--- config.mk ---
export PLATFORM = sky130hd
export DESIGN_NAME = interval_timer_registers
export DESIGN_NICKNAME = d
export VERILOG_FILES = /design/src/rtl/itr_pkg.sv /design/src/rtl/itr_rsp_buffer.sv /design/src/rtl/interval_timer_registers.sv
export SDC_FILE = /design/constraint.sdc
export NUM_CORES = 1
export LEC_CHECK = 0
export ABC_AREA = 1
export ABC_CLOCK_PERIOD_IN_PS = 4900
export BUFFER_PORTS_ARGS = -buffer_cell sky130_fd_sc_hd__buf_4
export CAP_MARGIN = 25
export CORE_MARGIN = 4
export CORE_UTILIZATION = 55
export DETAILED_ROUTE_END_ITERATION = 12
export GPL_TIMING_DRIVEN = 0
export PLACE_DENSITY = 0.85
export SKIP_LAST_GASP = 1
export SYNTH_ARGS = -nofsm -noshare
export SYNTH_HDL_FRONTEND = slang
export SYNTH_HIERARCHICAL = 1
export SYNTH_SLANG_ARGS = --single-unit
--- constraint.sdc ---
create_clock -name clk -period 4.9 [get_ports clk]
set_input_delay 0.49 -clock clk [delete_from_list [all_inputs] [get_ports clk]]
set_output_delay 0.49 -clock clk [all_outputs]
set_load 0.03 [all_outputs]
--- src/rtl/itr_pkg.sv ---
`timescale 1ns / 1ps
// ----------------------------------------------------------------------------
// Interval timer register package
// Request and response types, command codes and register map constants.
// ----------------------------------------------------------------------------
package itr_pkg;

  localparam int unsigned HalfWidth  = 16;
  localparam int unsigned CountWidth = 33;

  typedef enum logic [1:0] {
    CMD_READ  = 2'd0,
    CMD_WRITE = 2'd1,
    CMD_TICK  = 2'd2,
    CMD_NOP   = 2'd3
  } cmd_t;

  typedef enum logic [2:0] {
    REG_STATUS    = 3'd0,
    REG_CONTROL   = 3'd1,
    REG_PERIOD_LO = 3'd2,
    REG_PERIOD_HI = 3'd3,
    REG_SNAP_LO   = 3'd4,
    REG_SNAP_HI   = 3'd5,
    REG_UNUSED_6  = 3'd6,
    REG_UNUSED_7  = 3'd7
  } reg_idx_t;

  // Bit positions in the status and control registers.
  localparam int unsigned StTimeoutBit = 0;
  localparam int unsigned StRunningBit = 1;
  localparam int unsigned CtItoBit     = 0;
  localparam int unsigned CtContBit    = 1;
  localparam int unsigned CtStartBit   = 2;
  localparam int unsigned CtStopBit    = 3;

  localparam logic [CountWidth-1:0] CountResetValue = 33'h0_FFFF_FFFF;

  typedef struct packed {
    logic [1:0]           cmd;
    logic [2:0]           reg_index;
    logic [HalfWidth-1:0] write_data;
  } req_t;

  typedef struct packed {
    logic [HalfWidth-1:0] read_data;
    logic                 irq_line;
  } rsp_t;

endpackage

--- src/rtl/itr_rsp_buffer.sv ---
`timescale 1ns / 1ps
// ----------------------------------------------------------------------------
// Interval timer response buffer
// Two-entry output queue that lets the request side keep moving while a
// response waits on the consumer.
// ----------------------------------------------------------------------------
module itr_rsp_buffer (
  input  logic         clk,
  input  logic         rst,
  input  logic         push,
  input  itr_pkg::rsp_t push_data,
  output logic         not_full,
  output logic         rsp_valid,
  input  logic         rsp_ready,
  output itr_pkg::rsp_t rsp
);

  logic [1:0]    count;
  itr_pkg::rsp_t entry0;
  itr_pkg::rsp_t entry1;
  logic          pop;

  assign not_full  = (count != 2'd2);
  assign rsp_valid = (count != 2'd0);
  assign rsp       = entry0;
  assign pop       = rsp_valid && rsp_ready;

  always_ff @(posedge clk) begin
    if (rst) begin
      count <= 2'd0;
    end else if (push && !pop) begin
      count <= count + 2'd1;
    end else if (pop && !push) begin
      count <= count - 2'd1;
    end
  end

  always_ff @(posedge clk) begin
    if (push && !pop) begin
      if (count == 2'd0) begin
        entry0 <= push_data;
      end else begin
        entry1 <= push_data;
      end
    end else if (pop && !push) begin
      entry0 <= entry1;
    end else if (pop && push) begin
      // With one entry held the new transfer takes the head directly.
      if (count == 2'd1) begin
        entry0 <= push_data;
      end else begin
        entry0 <= entry1;
        entry1 <= push_data;
      end
    end
  end

  a_count_range: assert property (@(posedge clk) disable iff (rst) count != 2'd3)
    else $error("response buffer count out of range");

  a_no_overflow: assert property (@(posedge clk) disable iff (rst) push |-> not_full)
    else $error("push into a full response buffer");

  a_push_empty_valid: assert property (@(posedge clk) disable iff (rst)
      (push && count == 2'd0) |=> rsp_valid)
    else $error("pushed response not presented");

  a_last_pop_empty: assert property (@(posedge clk) disable iff (rst)
      (pop && !push && count == 2'd1) |=> !rsp_valid)
    else $error("buffer not empty after last pop");

endmodule

--- src/rtl/interval_timer_registers.sv ---
`timescale 1ns / 1ps
// ----------------------------------------------------------------------------
// Interval timer registers
// 33-bit down counter behind six 16-bit word registers, driven by read,
// write and tick requests.
// ----------------------------------------------------------------------------
// One request is taken every clock cycle while the output buffer has room. Its
// effect on the timer state is applied at the transfer, and its single response
// (read data and interrupt level) is registered into a two-entry output buffer,
// so requests keep flowing while one response waits on the consumer and stall
// when two do. Reads return the state as it stood before the request; the
// interrupt level reflects the state after it.
// ----------------------------------------------------------------------------
module interval_timer_registers (
  input  logic          clk,
  input  logic          rst,
  input  logic          req_valid,
  output logic          req_ready,
  input  itr_pkg::req_t req,
  output logic          rsp_valid,
  input  logic          rsp_ready,
  output itr_pkg::rsp_t rsp
);

  localparam int unsigned HW = itr_pkg::HalfWidth;
  localparam int unsigned CW = itr_pkg::CountWidth;

  logic          timeout_flag, timeout_flag_next;
  logic          running_flag, running_flag_next;
  logic          irq_enable, irq_enable_next;
  logic          continuous_mode, continuous_mode_next;
  logic [HW-1:0] period_lo, period_lo_next;
  logic [HW-1:0] period_hi, period_hi_next;
  logic [HW-1:0] snap_lo, snap_lo_next;
  logic [HW-1:0] snap_hi, snap_hi_next;
  logic [CW-1:0] down_count, down_count_next;

  logic          accept;
  logic [CW-1:0] reload_cur;
  logic [CW-1:0] reload_new;
  logic [HW-1:0] read_value;
  itr_pkg::rsp_t rsp_new;

  assign accept     = req_valid && req_ready;
  assign reload_cur = {1'b0, period_hi, period_lo} + {{(CW-1){1'b0}}, 1'b1};
  assign reload_new = {1'b0, period_hi_next, period_lo_next} + {{(CW-1){1'b0}}, 1'b1};

  always_comb begin
    read_value = '0;
    unique case (itr_pkg::reg_idx_t'(req.reg_index))
      itr_pkg::REG_STATUS: begin
        read_value[itr_pkg::StTimeoutBit] = timeout_flag;
        read_value[itr_pkg::StRunningBit] = running_flag;
      end
      itr_pkg::REG_CONTROL: begin
        read_value[itr_pkg::CtItoBit]  = irq_enable;
        read_value[itr_pkg::CtContBit] = continuous_mode;
      end
      itr_pkg::REG_PERIOD_LO: read_value = period_lo;
      itr_pkg::REG_PERIOD_HI: read_value = period_hi;
      itr_pkg::REG_SNAP_LO:   read_value = snap_lo;
      itr_pkg::REG_SNAP_HI:   read_value = snap_hi;
      default:                read_value = '0;
    endcase
  end

  always_comb begin
    timeout_flag_next    = timeout_flag;
    running_flag_next    = running_flag;
    irq_enable_next      = irq_enable;
    continuous_mode_next = continuous_mode;
    period_lo_next       = period_lo;
    period_hi_next       = period_hi;
    snap_lo_next         = snap_lo;
    snap_hi_next         = snap_hi;
    down_count_next      = down_count;
    rsp_new.read_data    = '0;

    unique case (itr_pkg::cmd_t'(req.cmd))
      itr_pkg::CMD_READ: begin
        rsp_new.read_data = read_value;
      end
      itr_pkg::CMD_WRITE: begin
        unique case (itr_pkg::reg_idx_t'(req.reg_index))
          itr_pkg::REG_STATUS: timeout_flag_next = 1'b0;
          itr_pkg::REG_CONTROL: begin
            irq_enable_next      = req.write_data[itr_pkg::CtItoBit];
            continuous_mode_next = req.write_data[itr_pkg::CtContBit];
            // Stop wins over a start in the same write.
            running_flag_next = (running_flag || req.write_data[itr_pkg::CtStartBit])
                                && !req.write_data[itr_pkg::CtStopBit];
          end
          itr_pkg::REG_PERIOD_LO, itr_pkg::REG_PERIOD_HI: begin
            if (req.reg_index == itr_pkg::REG_PERIOD_LO) begin
              period_lo_next = req.write_data;
            end else begin
              period_hi_next = req.write_data;
            end
            running_flag_next = 1'b0;
            down_count_next   = reload_new;
          end
          itr_pkg::REG_SNAP_LO, itr_pkg::REG_SNAP_HI: begin
            snap_lo_next = down_count[HW-1:0];
            snap_hi_next = down_count[2*HW-1:HW];
          end
          default: ;
        endcase
      end
      itr_pkg::CMD_TICK: begin
        if (running_flag) begin
          if (down_count <= {{(CW-1){1'b0}}, 1'b1}) begin
            timeout_flag_next = 1'b1;
            down_count_next   = reload_cur;
            if (!continuous_mode) begin
              running_flag_next = 1'b0;
            end
          end else begin
            down_count_next = down_count - {{(CW-1){1'b0}}, 1'b1};
          end
        end
      end
      default: ;
    endcase

    rsp_new.irq_line = timeout_flag_next && irq_enable_next;
  end

  always_ff @(posedge clk) begin
    if (rst) begin
      timeout_flag    <= 1'b0;
      running_flag    <= 1'b0;
      irq_enable      <= 1'b0;
      continuous_mode <= 1'b0;
      period_lo       <= '0;
      period_hi       <= '0;
      snap_lo         <= '0;
      snap_hi         <= '0;
      down_count      <= itr_pkg::CountResetValue;
    end else if (accept) begin
      timeout_flag    <= timeout_flag_next;
      running_flag    <= running_flag_next;
      irq_enable      <= irq_enable_next;
      continuous_mode <= continuous_mode_next;
      period_lo       <= period_lo_next;
      period_hi       <= period_hi_next;
      snap_lo         <= snap_lo_next;
      snap_hi         <= snap_hi_next;
      down_count      <= down_count_next;
    end
  end

  itr_rsp_buffer u_rsp_buffer (
    .clk       (clk),
    .rst       (rst),
    .push      (accept),
    .push_data (rsp_new),
    .not_full  (req_ready),
    .rsp_valid (rsp_valid),
    .rsp_ready (rsp_ready),
    .rsp       (rsp)
  );

endmodule

== Yosys cells after proc, flatten, opt, wreduce, memory -nomap -nowiden ==
Cells that the tools add are included.

* Register bits after elaboration: 137
* Logic and storage cells: 99
* Output and inout port bits: 19
* Input port bits: 25

* Muxes and demuxes: 36
* Equality and inequality tests: 16
* Reduce and logical (&&, ||, !) cells: 27
* Magnitude comparators: 1
* $add $sub $neg: 5

{| class="wikitable"
|+ Operators by type and width
! kind !! number
|-
| $mux 17 || 10
|-
| $mux 16 || 7
|-
| $mux 33 || 3
|-
| $add 32x1->33 const B || 2
|-
| $pmux 33 s2 || 1
|-
| $pmux 14 s4 || 1
|-
| $le 33x1->1 const B || 1
|-
| $sub 33x1->33 const B || 1
|-
| $pmux 2 s6 || 1
|-
| $ne 2x2->1 const B || 5
|-
| $reduce_and 3->1 || 3
|-
| $mux 1 || 8
|-
| $reduce_and 4->1 || 2
|-
| $reduce_bool 2->1 || 4
|-
| $logic_and 1x1->1 || 7
|-
| $eq 3x2->1 const B || 2
|-
| $eq 3x3->1 const B || 2
|-
| $pmux 1 s2 || 3
|-
| $eq 2x1->1 const B || 2
|-
| $logic_not 2->1 || 2
|-
| $mux 2 || 2
|-
| $ne 2x1->1 const B || 2
|-
| $reduce_or 2->1 || 2
|-
| $eq 3x1->1 const B || 1
|-
| other kinds (9) || 11
|}

== Logic depth before layout (Yosys ltp) ==
* Word-level depth: 9
* Depth in mapped cells: 19
* Mapped depth without buffers: 18

== Modules after synthesis ==
Netlist, hierarchy kept.

{| class="wikitable"
|+ Modules (own cells, without submodules)
! module !! cells an instance !! sequential area each (µm²) !! area an instance (µm²) !! instances
|-
| interval_timer_registers || 1,365 || 2,021.9 || 8,052.7 || 1
|-
| itr_rsp_buffer || 124 || 1,061.0 || 1,531.5 || 1
|}

== Least setup slack after synthesis ==
OpenSTA, ideal clock, no wires.

* Path kind: input port to flip-flop
* From: input port req[20] (netlist name)
* To: register down_count[12]
* Cell stages on the path: 15
* Library setup time: 0.115 ns
* Path slack: 2.534 ns
* Arrival: 2.251 ns
* Required time: 4.785 ns
* Cells stage by stage: inv_1 > ha_1 > nand4_2 > buf_6 > o21ai_1 > inv_1 > ha_1 > nand3_2 > inv_1 > nand2_2 > nor2_8 > xor2_1 > nand2_1 > nand3_1 > nand2_1

* Longest elaborated chain between the ends: 5
* Elaborated cells on any way between the ends: 10

{| class="wikitable"
|+ Ends and longest elaborated chain
! element !! line !! RTL
|-
| from (decl) || interval_timer_registers.sv:19 || <nowiki>input itr_pkg::req_t req,</nowiki>
|-
| $eq 2x1->1 || interval_timer_registers.sv:79 || <nowiki>unique case (itr_pkg::cmd_t'(req.cmd))</nowiki>
|-
| $mux 16 || interval_timer_registers.sv:79 ||
|-
| named net period_lo_next[0] || interval_timer_registers.sv:32 || <nowiki>logic [HW-1:0] period_lo, period_lo_next;</nowiki>
|-
| $add 32x1->33 || interval_timer_registers.sv:46 || <nowiki>assign reload_new = {1'b0, period_hi_next, period_lo_next} + {{(CW-1){1'b0}}, 1'b1};</nowiki>
|-
| $mux 33 || interval_timer_registers.sv:84 || <nowiki>unique case (itr_pkg::reg_idx_t'(req.reg_index))</nowiki>
|-
| $pmux 33 s2 || interval_timer_registers.sv:79 ||
|-
| to (signal assigned) || interval_timer_registers.sv:138 || <nowiki>down_count <= itr_pkg::CountResetValue;</nowiki>
|-
| to (signal assigned) || interval_timer_registers.sv:148 || <nowiki>down_count <= down_count_next;</nowiki>
|-
| to (decl) || interval_timer_registers.sv:36 || <nowiki>logic [CW-1:0] down_count, down_count_next;</nowiki>
|}

The timed path passes the listed nets, and every way through them passes these cells. The select of a mux whose other input is x is not followed.
A chain may end at the register's enable or synchronous reset.

== Worst setup path after layout ==
* From: register u_rsp_buffer.count[0]
* To: register down_count[29]

* Longest elaborated chain between the ends: 3

{| class="wikitable"
|+ Ends and longest elaborated chain
! element !! line !! RTL
|-
| from (decl) || itr_rsp_buffer.sv:18 || <nowiki>logic [1:0] count;</nowiki>
|-
| from (signal assigned) || itr_rsp_buffer.sv:32 || <nowiki>count <= count + 2'd1;</nowiki>
|-
| from (signal assigned) || itr_rsp_buffer.sv:34 || <nowiki>count <= count - 2'd1;</nowiki>
|-
| $ne 2x2->1 || itr_rsp_buffer.sv:23 || <nowiki>assign not_full = (count != 2'd2);</nowiki>
|-
| $logic_and 1x1->1 || interval_timer_registers.sv:44 || <nowiki>assign accept = req_valid && req_ready;</nowiki>
|-
| named net accept || interval_timer_registers.sv:38 || <nowiki>logic accept;</nowiki>
|-
| $reduce_and 4->1 (no line) || n/a ||
|}

The timed path passes the listed nets, and every way through them passes these cells.

==> run summary <==
The run finished with clean final reports. The repair_antennas step left the layout with diodes totalling 0. The H-tree depth came out at 4. The congestion estimate from routability-driven global placement came to 1.02. The clock sink count is 137. The first-pass detailed-route iteration total is 6.

In this run the static leakage power is 0.00464 uW. The net count after synthesis is between 1500 and 2000. The detailed-route wire length per cell came out at 21.9 um. Setup total negative slack on the finished layout was measured at 0 ns. The detail-routed via count per cell came out at between 6 and 7.

The global-route usage over all layers came out at 0.393. The share of the clock period used by the worst path is 0.664. In this run the core area contains 48 standard-cell rows. The final hold violation count was 0. Of the cells placed in the final design, the portion with a size suffix greater than 1 is 0.0934.

The remaining number of nets flagged by the antenna check after routing is 0. Derived from the worst setup path, the maximum achievable clock frequency is 307 MHz. The die outline height came out at between 100 and 150 um.

The total routed wirelength is ~39 mm. The biggest area contributor in the post-synthesis netlist is sky130_fd_sc_hd__dfxtp_1. The sum of net half-perimeters after detailed placement came out at 30.9 mm.

The post-synthesis cell count came out at about 1500. The count of routing violations after the opening detailed-route iteration is 1350. The Yosys step of the flow raised 6 warnings. Post-CTS repair changed the size of 0 cells. The worst setup path is launched from a flip-flop. STA classifies the critical path endpoint as a flip-flop. The finished cells cover 10800 um2.

Max-cap violations in this run came to 0. The number of slew-limit violations in the final report is 0. The most heavily used metal layer in global routing is met2.

The register clock-pin slew on the reported worst setup and hold paths is 0.07 ns. The launching point of the worst reg2reg path is u_rsp_buffer/count[0]. TritonCTS built the clock tree. The x dimension of the die came out at around 140 um. The longest clock path from root to sink contains 2 buffers. For this run, design rule violations remaining after detail routing come to 0. Of the post-synthesis cell area, the dominant cell type holds 0.215. Dividing total power by cell area gives a power density of 394 nW/um2. On the critical path the largest part of the delay comes from buffers and inverters. The number of buffers inserted during clock tree synthesis came out at 17. In this run the cell area of the synthesized design comes to 9580 um2. The worst hold margin came out at 0.369 ns. The hold buffer count at cts came out at 0. The area growth from synthesis to layout is 12.4%.

The maximum fanout along the worst path is 10. The number of storage elements in the synthesis netlist came out at 137. The count of boundary I/O pins came out at 44. IR analysis of the VDD net gives a maximum drop of approximately 0.33 mV.

In this run the worst setup path begins at u_rsp_buffer/count[0]. The cell sitting at the root of the clock tree is a sky130_fd_sc_hd__clkbuf_16. Setup violations remaining at the end of the flow were counted as 0.

The number of port buffers is 43. The worst setup skew after layout came out at 0.0135 ns. The tightest min-delay check is of the in2reg type.

The starting density of the core came out at 0.558. The measured slew at the worst slew-check pin came out at 0.824 ns. Of the synthesized area, sequential elements account for 0.322. The wire length of the first global-routing pass came out at 59.2 mm. The sum of overflow across all layers after global routing is 0. Setup repair after global routing left no endpoint under its margin. At the worst endpoint, the required time is 5.23 ns. Clock latency on the worst-skew pair, taken at its later pin, is 0.43 ns. The die area came out at about 20000 um2.

After filler insertion, the fill cell instance count of the layout stands at 1640. The layout net count came out at 1590. By area the synthesized netlist is led by sky130_fd_sc_hd__dfxtp_1 22%, sky130_fd_sc_hd__nand2_1 15%, sky130_fd_sc_hd__edfxtp_1 11%. The worst hold path begins at rst. The biggest cell delay along the critical path is 0.65 ns.

The number of buffers and inverters on the critical path is 5. The setup path with the least slack is of type reg2reg. The routed layout has 10955 vias.

Once the clock tree was built, the setup fixing pass inserted 0 buffers. The met2 routing resource usage after global routing is 0.637. In the synthesized netlist the dominant register cell turns out to be sky130_fd_sc_hd__dfxtp_1. The time the worst path needs with I/O delays and setup is around 3.3 ns. The met1 track demand over resource is 0.492.

The critical path goes through inv_1 > ha_1 > inv_1 > nand2_1 > inv_1 > nand2_1 > a211oi_2 > clkinv_1 > clkbuf_1 > a21oi_1 > nand2_1. The relative max-transition margin came out at 0.451. The number of antenna violations at the first check in global routing came out at 1. In this run the mean area of a mapped cell was approximately 6.4 um2.

The cell at the slowest stage of the critical path is sky130_fd_sc_hd__a211oi_2. The core footprint came out at 17200 um2. The arrival time at the worst endpoint came out at about 3.6 ns.

The largest net degree at the start of global routing is 18. After detailed placement, the total cell area comes to 10200 um2. In this run, distinct cell masters in the synthesized netlist total 45.

For met3 alone, demand over resource in global routing was 0.0877. The via count of the first global-routing pass is 10305. The share of flip-flops with an asynchronous set or reset came out at 0.

The synthesized design contains 34 enable-type register cells.
## registers in the layout, indices dropped and copies added, names as in the netlist
register and count:
down_count 33, u_rsp_buffer/entry1 17, u_rsp_buffer/rsp 17, period_hi 16
period_lo 16, snap_hi 16, snap_lo 16, u_rsp_buffer/count 2
continuous_mode 1, irq_enable 1, running_flag 1, timeout_flag 1
## cells by family after synthesis
| family | Yosys count | synth area share |
|---|---|---|
| simple gates | 799 | 0.366 |
| buf+inv | 232 | 0.101 |
| compound gates | 259 | 0.149 |
| fa+ha+maj | 14 | 0.0183 |
| xor+xnor | 48 | 0.0439 |
| flops | 137 | 0.322 |
## area by class of cell
cell class | count | area (um2) | share of cell area
timing repair buffer | 43 | 323 | 0.0300
sequential | 137 | 3080 | 0.286
clock inverter | 15 | 156 | 0.0145
tap | 225 | 282 | 0.0261
clock buffer | 17 | 425 | 0.0395
buffer | 67 | 347 | 0.0322
multi-input combinational | 1120 | 5540 | 0.514
inverter | 165 | 619 | 0.0575
## synth_stat cells (4+ instances only)
cell type / count
sky130_fd_sc_hd__nand4_1: 39
sky130_fd_sc_hd__o211ai_1: 14
sky130_fd_sc_hd__nand2_1: 376
sky130_fd_sc_hd__a221oi_1: 14
sky130_fd_sc_hd__clkbuf_1: 39
sky130_fd_sc_hd__o21ai_0: 105
sky130_fd_sc_hd__nor3_1: 27
sky130_fd_sc_hd__nand3_1: 120
sky130_fd_sc_hd__buf_2: 12
sky130_fd_sc_hd__xor2_1: 42
sky130_fd_sc_hd__xnor2_1: 6
sky130_fd_sc_hd__nor2_4: 4
sky130_fd_sc_hd__nand2_2: 14
sky130_fd_sc_hd__o22ai_1: 16
sky130_fd_sc_hd__nor2_1: 188
sky130_fd_sc_hd__edfxtp_1: 34
sky130_fd_sc_hd__nor2_2: 10
sky130_fd_sc_hd__ha_1: 14
sky130_fd_sc_hd__dfxtp_1: 103
sky130_fd_sc_hd__buf_6: 5
sky130_fd_sc_hd__nand2_4: 4
sky130_fd_sc_hd__buf_4: 7
sky130_fd_sc_hd__inv_1: 162
sky130_fd_sc_hd__o21ai_1: 6
sky130_fd_sc_hd__a21oi_1: 97
## metal layers
layer	wire (um)	part of all wire	vias to the layer above
met5	13	0.00033	-
met4	2250	0.058	2
met3	4430	0.11	152
met2	17500	0.45	778
met1	14900	0.38	5003
li1	-	-	5020
## power by group
part           internal (uW)  switching [uW]
Combinational            406             960
Sequential              1400             166
Clock                    721             588
## stage by stage
stage                     setup WS, ns  cells   util  total power (uW)
after global placement            1.62   1757  0.593              2880
after floorplan                   2.53   1489      -              2410
after CTS                         1.82   1789  0.627              4200
final                             1.64   1789  0.627              4240
after detailed placement          1.59   1757  0.593              2910
after global routing              1.57   1789  0.627              4410
## worst min-delay path: stages
cell and delay (ns):
sky130_fd_sc_hd__buf_4 0.12, sky130_fd_sc_hd__inv_1 0.05, sky130_fd_sc_hd__nand2_1 0.06, sky130_fd_sc_hd__nor2_1 0.03
## worst paths after layout
path         slack [ns]  depth (start not counted)                    end
max                1.64                         11         down_count[29]
min                0.37                          4  u_rsp_buffer/count[1]
max reg2reg        1.64                         11         down_count[29]
min reg2reg        0.50                          2             snap_hi[9]
## cell usage in the layout, fill, tap and decap left out, types with 10 or more instances in the layout
cell and count:
sky130_fd_sc_hd__nand2_2 14, sky130_fd_sc_hd__nor2_1 188, sky130_fd_sc_hd__buf_2 12, sky130_fd_sc_hd__o211ai_1 14, sky130_fd_sc_hd__o21ai_0 105, sky130_fd_sc_hd__nor2_2 10, sky130_fd_sc_hd__nand3_1 120, sky130_fd_sc_hd__nand2_1 376
sky130_fd_sc_hd__inv_1 162, sky130_fd_sc_hd__clkbuf_1 39, sky130_fd_sc_hd__buf_4 50, sky130_fd_sc_hd__nor3_1 27, sky130_fd_sc_hd__xor2_1 42, sky130_fd_sc_hd__edfxtp_1 34, sky130_fd_sc_hd__a221oi_1 14, sky130_fd_sc_hd__nand4_1 39
sky130_fd_sc_hd__clkbuf_16 17, sky130_fd_sc_hd__dfxtp_1 103, sky130_fd_sc_hd__ha_1 14, sky130_fd_sc_hd__a21oi_1 97, sky130_fd_sc_hd__o22ai_1 16
Power figures use the tool's default switching activity.
